## config.mk

```make
export PLATFORM = sky130hd
export DESIGN_NAME = lji_pos_ctr
export DESIGN_NICKNAME = d
export VERILOG_FILES = /design/src/sv/lji_pkg.sv /design/src/sv/lji_pos_ctr.sv
export SDC_FILE = /design/constraint.sdc
export NUM_CORES = 1
export LEC_CHECK = 0
export ABC_AREA = 1
export BUFFER_PORTS_ARGS = -buffer_cell sky130_fd_sc_hd__buf_2
export CAP_MARGIN = 10
export CORE_AREA = 10 10 103 105
export DETAILED_ROUTE_END_ITERATION = 6
export DIE_AREA = 0 0 113 115
export GPL_TIMING_DRIVEN = 1
export PLACE_DENSITY = 0.48
export SYNTH_ARGS = -nofsm -noshare
export SYNTH_HDL_FRONTEND = slang
export SYNTH_SLANG_ARGS = --single-unit
```

## constraint.sdc

```tcl
create_clock -name clk -period 2.3 [get_ports clk]
set_input_delay 0.23 -clock clk [delete_from_list [all_inputs] [get_ports clk]]
set_output_delay 0.23 -clock clk [all_outputs]
set_load 0.01 [all_outputs]
```

## src/sv/lji_pkg.sv

```systemverilog
package lji_pkg;

  localparam int MAX_COLS_DEF = 1024;
  localparam int MAX_ROWS_DEF = 1024;

  localparam int RES_W     = 9;
  localparam int PIX_W     = 8;
  localparam int SEL_W     = 4;
  localparam int SIZE_W    = 11;
  localparam int CFG_IDX_W = 2;
  localparam int PRED_W    = 11;

  // configuration register indexes
  localparam logic [CFG_IDX_W-1:0] CFG_PRED_SEL   = 2'd0;
  localparam logic [CFG_IDX_W-1:0] CFG_FRAME_COLS = 2'd1;
  localparam logic [CFG_IDX_W-1:0] CFG_FRAME_ROWS = 2'd2;

  // predictor codes
  localparam logic [SEL_W-1:0] PRED_A        = 4'd1;
  localparam logic [SEL_W-1:0] PRED_B        = 4'd2;
  localparam logic [SEL_W-1:0] PRED_C        = 4'd3;
  localparam logic [SEL_W-1:0] PRED_PLANE    = 4'd4;
  localparam logic [SEL_W-1:0] PRED_A_HALF   = 4'd5;
  localparam logic [SEL_W-1:0] PRED_B_HALF   = 4'd6;
  localparam logic [SEL_W-1:0] PRED_AVG      = 4'd7;
  localparam logic [SEL_W-1:0] PRED_MED      = 4'd8;

  localparam logic [SEL_W-1:0]  PRED_SEL_RST = PRED_A;
  localparam logic [SIZE_W-1:0] COLS_RST     = 11'd1024;
  localparam logic [SIZE_W-1:0] ROWS_RST     = 11'd1024;

  typedef struct packed {
    logic first_row;
    logic first_col;
    logic eor;
    logic eof;
  } pos_flags_t;

  // halving truncates toward zero
  function automatic logic signed [PRED_W-1:0] predict(
    input logic [SEL_W-1:0] sel,
    input logic [PIX_W-1:0] a,
    input logic [PIX_W-1:0] b,
    input logic [PIX_W-1:0] c
  );
    logic signed [PRED_W-1:0] sa;
    logic signed [PRED_W-1:0] sb;
    logic signed [PRED_W-1:0] sc;
    logic [PIX_W-1:0]         mx;
    logic [PIX_W-1:0]         mn;
    logic signed [PRED_W-1:0] res;
    sa = signed'({3'b000, a});
    sb = signed'({3'b000, b});
    sc = signed'({3'b000, c});
    mx = (a > b) ? a : b;
    mn = (a > b) ? b : a;
    unique case (sel)
      PRED_A:      res = sa;
      PRED_B:      res = sb;
      PRED_C:      res = sc;
      PRED_PLANE:  res = sa + sb - sc;
      PRED_A_HALF: res = sa + (sb - sc) / 11'sd2;
      PRED_B_HALF: res = sb + (sa - sc) / 11'sd2;
      PRED_AVG:    res = (sa + sb) / 11'sd2;
      PRED_MED: begin
        if (c >= mx)      res = signed'({3'b000, mn});
        else if (c <= mn) res = signed'({3'b000, mx});
        else              res = sa + sb - sc;
      end
      default:     res = '0;
    endcase
    return res;
  endfunction

endpackage

```

## src/sv/lji_pos_ctr.sv

```systemverilog
module lji_pos_ctr #(
  parameter int MAX_COLS = 1024,
  parameter int MAX_ROWS = 1024,
  parameter int CW       = 10,
  parameter int RW       = 10
) (
  input  logic                        clk,
  input  logic                        rst_n,
  input  logic                        adv,
  input  logic [lji_pkg::SIZE_W-1:0]  cols_cfg,
  input  logic [lji_pkg::SIZE_W-1:0]  rows_cfg,
  output logic [CW-1:0]               col,
  output lji_pkg::pos_flags_t         flags
);
  import lji_pkg::*;

  localparam int SZA = (CW > RW) ? CW + 1 : RW + 1;
  localparam int SZW = (SZA > SIZE_W) ? SZA : SIZE_W;

  logic [CW-1:0]  col_r, col_nxt;
  logic [RW-1:0]  row_r, row_nxt;
  logic [SZW-1:0] cols_ext, rows_ext, cols_lim, rows_lim;
  logic [SZW-1:0] col_inc, row_inc;
  logic           eor, eof;

  always_comb begin
    cols_ext = SZW'(cols_cfg);
    rows_ext = SZW'(rows_cfg);
    // clamp sizes into 1..MAX
    if (cols_ext == '0)                 cols_lim = SZW'(1);
    else if (cols_ext > SZW'(MAX_COLS)) cols_lim = SZW'(MAX_COLS);
    else                                cols_lim = cols_ext;
    if (rows_ext == '0)                 rows_lim = SZW'(1);
    else if (rows_ext > SZW'(MAX_ROWS)) rows_lim = SZW'(MAX_ROWS);
    else                                rows_lim = rows_ext;
    col_inc = SZW'(col_r) + SZW'(1);
    row_inc = SZW'(row_r) + SZW'(1);
    eor     = (col_inc >= cols_lim);
    eof     = eor && (row_inc >= rows_lim);
    col_nxt = eor ? '0 : col_inc[CW-1:0];
    if (!eor)     row_nxt = row_r;
    else if (eof) row_nxt = '0;
    else          row_nxt = row_inc[RW-1:0];
  end

  always_ff @(posedge clk) begin
    if (!rst_n) begin
      col_r <= '0;
      row_r <= '0;
    end else if (adv) begin
      col_r <= col_nxt;
      row_r <= row_nxt;
    end
  end

  assign col             = col_r;
  assign flags.first_row = (row_r == '0);
  assign flags.first_col = (col_r == '0);
  assign flags.eor       = eor;
  assign flags.eof       = eof;

endmodule

```

==> run summary <==
CTS saw 20 sinks. TritonCTS built the clock tree. The leading register cell type out of synthesis is sky130_fd_sc_hd__dfxtp_1. Of the cells placed in the final design, the portion with a size suffix greater than 1 is 0.538. The cell accounting for the most synthesized area is sky130_fd_sc_hd__dfxtp_1. sky130_fd_sc_hd__nand2_1 is the most common cell in the netlist. In this run the deepest clock path goes through 2 buffers. The number of input and output port buffers inserted came out at 38. The number of standard cells in the layout, taps in and fillers out is between 500 and 600. The initial cell density of the core is 0.244. The number of synthesized flops with an enable pin is 0. The net switching power figure came out at approximately 0.00028 W.

The setup slack of the critical path after layout came out at -0.254 ns. The flow ran to the end, but the final reports show violations. Counting every net in the synthesized netlist gives 352. The number of warnings issued by yosys is 0. The number of antenna diodes is 0. Entering global routing, the biggest net connects 19 pins. The final count of hold timing violations came out at 0. The die area came out at around 0.013 mm². The final worst-path cycle share came out at 1.11. The total overflow left after global routing is 0. The power density of the placed cells is roughly 280 mW/mm². The area of placed instances is 0.00287 mm².

In this run the mean area of a mapped cell was 6.92 µm². Across the VDD grid, the largest voltage drop is between 200 and 300 µV. The post-layout minimum cycle time came out at approximately 2.6 ns. The number of optimization iterations in the first detailed-route pass is 4. The clock network fraction of design power is 0.348. The final max-slew violation count came out at 0. Setup repair after global routing could not meet its margin everywhere. The DRC violations left is 0. The width of the die came out at approximately 110 µm. The initial antenna violation count came out at 0.

The kind of critical path is reg2out. The internal portion of the total power is between 0.0006 and 0.0007 W. In this run the worst path has a maximum fanout of 4. In this run the count of I/O pins placed on the die edge is 39. The total non-filler cell area in the finished layout came out at roughly 0.0034 mm². After filler insertion, the fill cell instance count of the layout stands at 905. The first global-routing pass estimated about 11000 µm of wire. The sum of routed wire length over all layers came out at approximately 6400 µm. The number of distinct library cells after synthesis came out at 33. The cell row count came out at 34. The via density per instance came out at ~4.4. The final reports fail on setup timing. The total number of nets in the final design came out at between 400 and 500. In the post-synthesis netlist, the biggest area contributors are sky130_fd_sc_hd__dfxtp_1, sky130_fd_sc_hd__ha_1, sky130_fd_sc_hd__nand2_1, sky130_fd_sc_hd__inv_1, sky130_fd_sc_hd__nand3_2.

Clock-pin slew was measured on the worst setup and hold paths at roughly 0.08 ns. Once placement completed, the tool counted placed cells totaling approximately 500. The fraction of power consumed by sequential logic is 0.377. STA classifies the critical path endpoint as a primary output.

The clock insertion delay at the later pin of the skew report came out at roughly 0.27 ns. Headroom to the max-slew limit came out at 0.463. The signal arrival time at the worst endpoint came out at approximately 2.3 ns.

The required time of the critical path came out at roughly 2.1 ns. The static leakage came out at about 1.6 nW. The highest attainable clock frequency is 0.392 GHz.

The fraction of synthesized cell area taken by the top area cell type is 0.192. In the final timing run, aggregate negative setup slack is -3.69 ns. For this run, the register share of the synthesized area comes to 0.192. From synthesis to final layout, the design area changed by 61.0%. Sorting the synthesized cells by how often they occur yields sky130_fd_sc_hd__nand2_1, sky130_fd_sc_hd__inv_1, sky130_fd_sc_hd__ha_1, sky130_fd_sc_hd__nor2_1. The final weighted congestion in routability-driven placement is roughly 0.81. The overall via count from detail_route is roughly 2300. After technology mapping, the gate count stands at 301. The number of maximum-capacitance violations came out at 0. The summed instance area of the synthesized netlist came out at 0.00208 mm².

In this run the remaining antenna-violating nets after routing total 0. The HPWL after detailed placement is around 5000 µm. Power comes to between 0.0009 and 0.001 W.

Measured along the y axis, the die boundary spans ~120 µm. The standard cell core area came out at 0.00855 mm². The average wire length per cell after detail routing is roughly 13 µm. The post-synthesis register bit count is 20. The number of global-route vias before repair is approximately 2400. STA classifies the critical path startpoint as a flop. The number of violations reported at the end of detailed-routing iteration 0 is 63.

Setup violations remaining at the end of the flow were counted as 22. The worst-case clock skew came out at ~0.0028 ns. The part of the total power dissipated in combinational logic came out at 0.275. The number of levels in the clock H-tree came out at 1. The number of buffers created by CTS came out at 3.

The async set-reset flop share out of synthesis is 0. Of the total power, the share spent switching nets is 0.303. The total track usage is 0.0982. CTS placed an instance of sky130_fd_sc_hd__clkbuf_8 at the clock tree root.

At the pin with the least slew margin, the transition time is around 0.8 ns. The path class of the tightest hold or removal check is in2reg.
## flip-flops by register name, indices dropped and copies added, names as in the netlist
name	count
col	10
row_r	10
## timing repair
item	4_1_cts	5_1_grt
gates cloned	1	0
pin swaps	26	16
gates resized for setup	43	29
setup buffers	9	4
hold endpoints to repair	0	0
hold buffers	0	0
setup endpoints to repair	22	22
## power by group through the flow
stage | clock (W) | combinational, W | sequential (W)
global placement | 0 | 0.000216 | 0.000362
global route | 0.000350 | 0.000290 | 0.000354
finish | 0.000326 | 0.000257 | 0.000353
detailed placement | 0 | 0.000217 | 0.000362
floorplan | 0 | 0.000120 | 0.000366
CTS | 0.000336 | 0.000245 | 0.000354
## kinds of logic (layout without fill, tap and decap cells)
family | after synthesis | count (layout) | synth area share
DFF | 20 | 20 | 0.192
and+or+nand+nor | 158 | 159 | 0.387
AOI/OAI and AO/OA | 36 | 36 | 0.111
buffers and inverters | 50 | 153 | 0.104
xor gates and xnor gates | 11 | 11 | 0.0499
adders and majority gates | 26 | 26 | 0.156
## worst max-delay path: stages, from the launching register on
cell and delay [ns]:
sky130_fd_sc_hd__dfxtp_4 0.38, sky130_fd_sc_hd__ha_4 0.15, sky130_fd_sc_hd__nand3_4 0.07, sky130_fd_sc_hd__nor2_4 0.11, sky130_fd_sc_hd__nand3_2 0.10, sky130_fd_sc_hd__xor2_1 0.20, sky130_fd_sc_hd__inv_2 0.08, sky130_fd_sc_hd__ha_4 0.29
sky130_fd_sc_hd__nand2_2 0.05, sky130_fd_sc_hd__inv_2 0.04, sky130_fd_sc_hd__nand2_2 0.05, sky130_fd_sc_hd__nor2_2 0.09, sky130_fd_sc_hd__nand2_2 0.07, sky130_fd_sc_hd__nand2_4 0.10, sky130_fd_sc_hd__nor2_8 0.06, sky130_fd_sc_hd__nor2_4 0.10
sky130_fd_sc_hd__buf_6 0.11
## placed cells by master, fill, tap and decap left out, types with 3 or more instances in the layout
cell	Yosys	layout
sky130_fd_sc_hd__nand2_1	79	67
sky130_fd_sc_hd__buf_4	3	60
sky130_fd_sc_hd__buf_2	1	36
sky130_fd_sc_hd__inv_1	38	32
sky130_fd_sc_hd__nand3_2	12	20
sky130_fd_sc_hd__ha_1	26	18
sky130_fd_sc_hd__nand2_2	6	17
sky130_fd_sc_hd__a21oi_2	9	17
sky130_fd_sc_hd__nor2_1	21	16
sky130_fd_sc_hd__inv_2	4	10
sky130_fd_sc_hd__dfxtp_1	20	10
sky130_fd_sc_hd__nand3_1	20	9
sky130_fd_sc_hd__a21oi_1	18	9
sky130_fd_sc_hd__ha_4	0	8
sky130_fd_sc_hd__buf_6	0	8
sky130_fd_sc_hd__nor4_1	6	6
sky130_fd_sc_hd__xor2_1	9	6
sky130_fd_sc_hd__nor2_4	1	6
sky130_fd_sc_hd__dfxtp_2	0	6
sky130_fd_sc_hd__o21ai_0	5	4
sky130_fd_sc_hd__dfxtp_4	0	4
sky130_fd_sc_hd__nor2_2	2	3
sky130_fd_sc_hd__nand3_4	0	3
sky130_fd_sc_hd__nand3b_1	3	3
sky130_fd_sc_hd__clkbuf_8	0	3
## through the flow
step	setup WS, ns	hold WS, ns	utilization
2_1_floorplan	-0.0296	0.358	-
5_1_grt	-0.426	0.232	0.392
4_1_cts	-0.301	0.209	0.372
6_report	-0.254	0.225	0.392
3_3_place_gp	-0.265	0.473	0.335
3_5_place_dp	-0.306	0.481	0.335
## metal layers
metal	vias to the layer above	wire length [µm]	GRT usage	part of all wire
li1	1180	-	-	-
met1	1045	2890	0.111	0.45
met2	50	3190	0.184	0.49
met3	2	354	0.0255	0.055
met4	0	17	0.0152	0.0026
met5	-	0	0	0
## final timing paths
kind | slack (ns) | endpoint | start | cells after the start
max | -0.25 | flags[0] | col[1]$_SDFFE_PN0P_ | 16
min | 0.23 | row_r[0]$_SDFFE_PN0P_ | rst_n | 3
max reg2reg | -0.20 | row_r[1]$_SDFFE_PN0P_ | col[1]$_SDFFE_PN0P_ | 18
min reg2reg | 0.49 | row_r[5]$_SDFFE_PN0P_ | row_r[5]$_SDFFE_PN0P_ | 2
## layout make-up
class                   count  area (µm²)  area share
well taps                 108         135      0.0403
repair buffers            106         761       0.227
inverters                  43         161      0.0481
flip-flops and latches     20         423       0.126
multi-input cells         232        1810       0.539
clock buffers               4        66.3      0.0198
(Power assumes the default switching activity.)
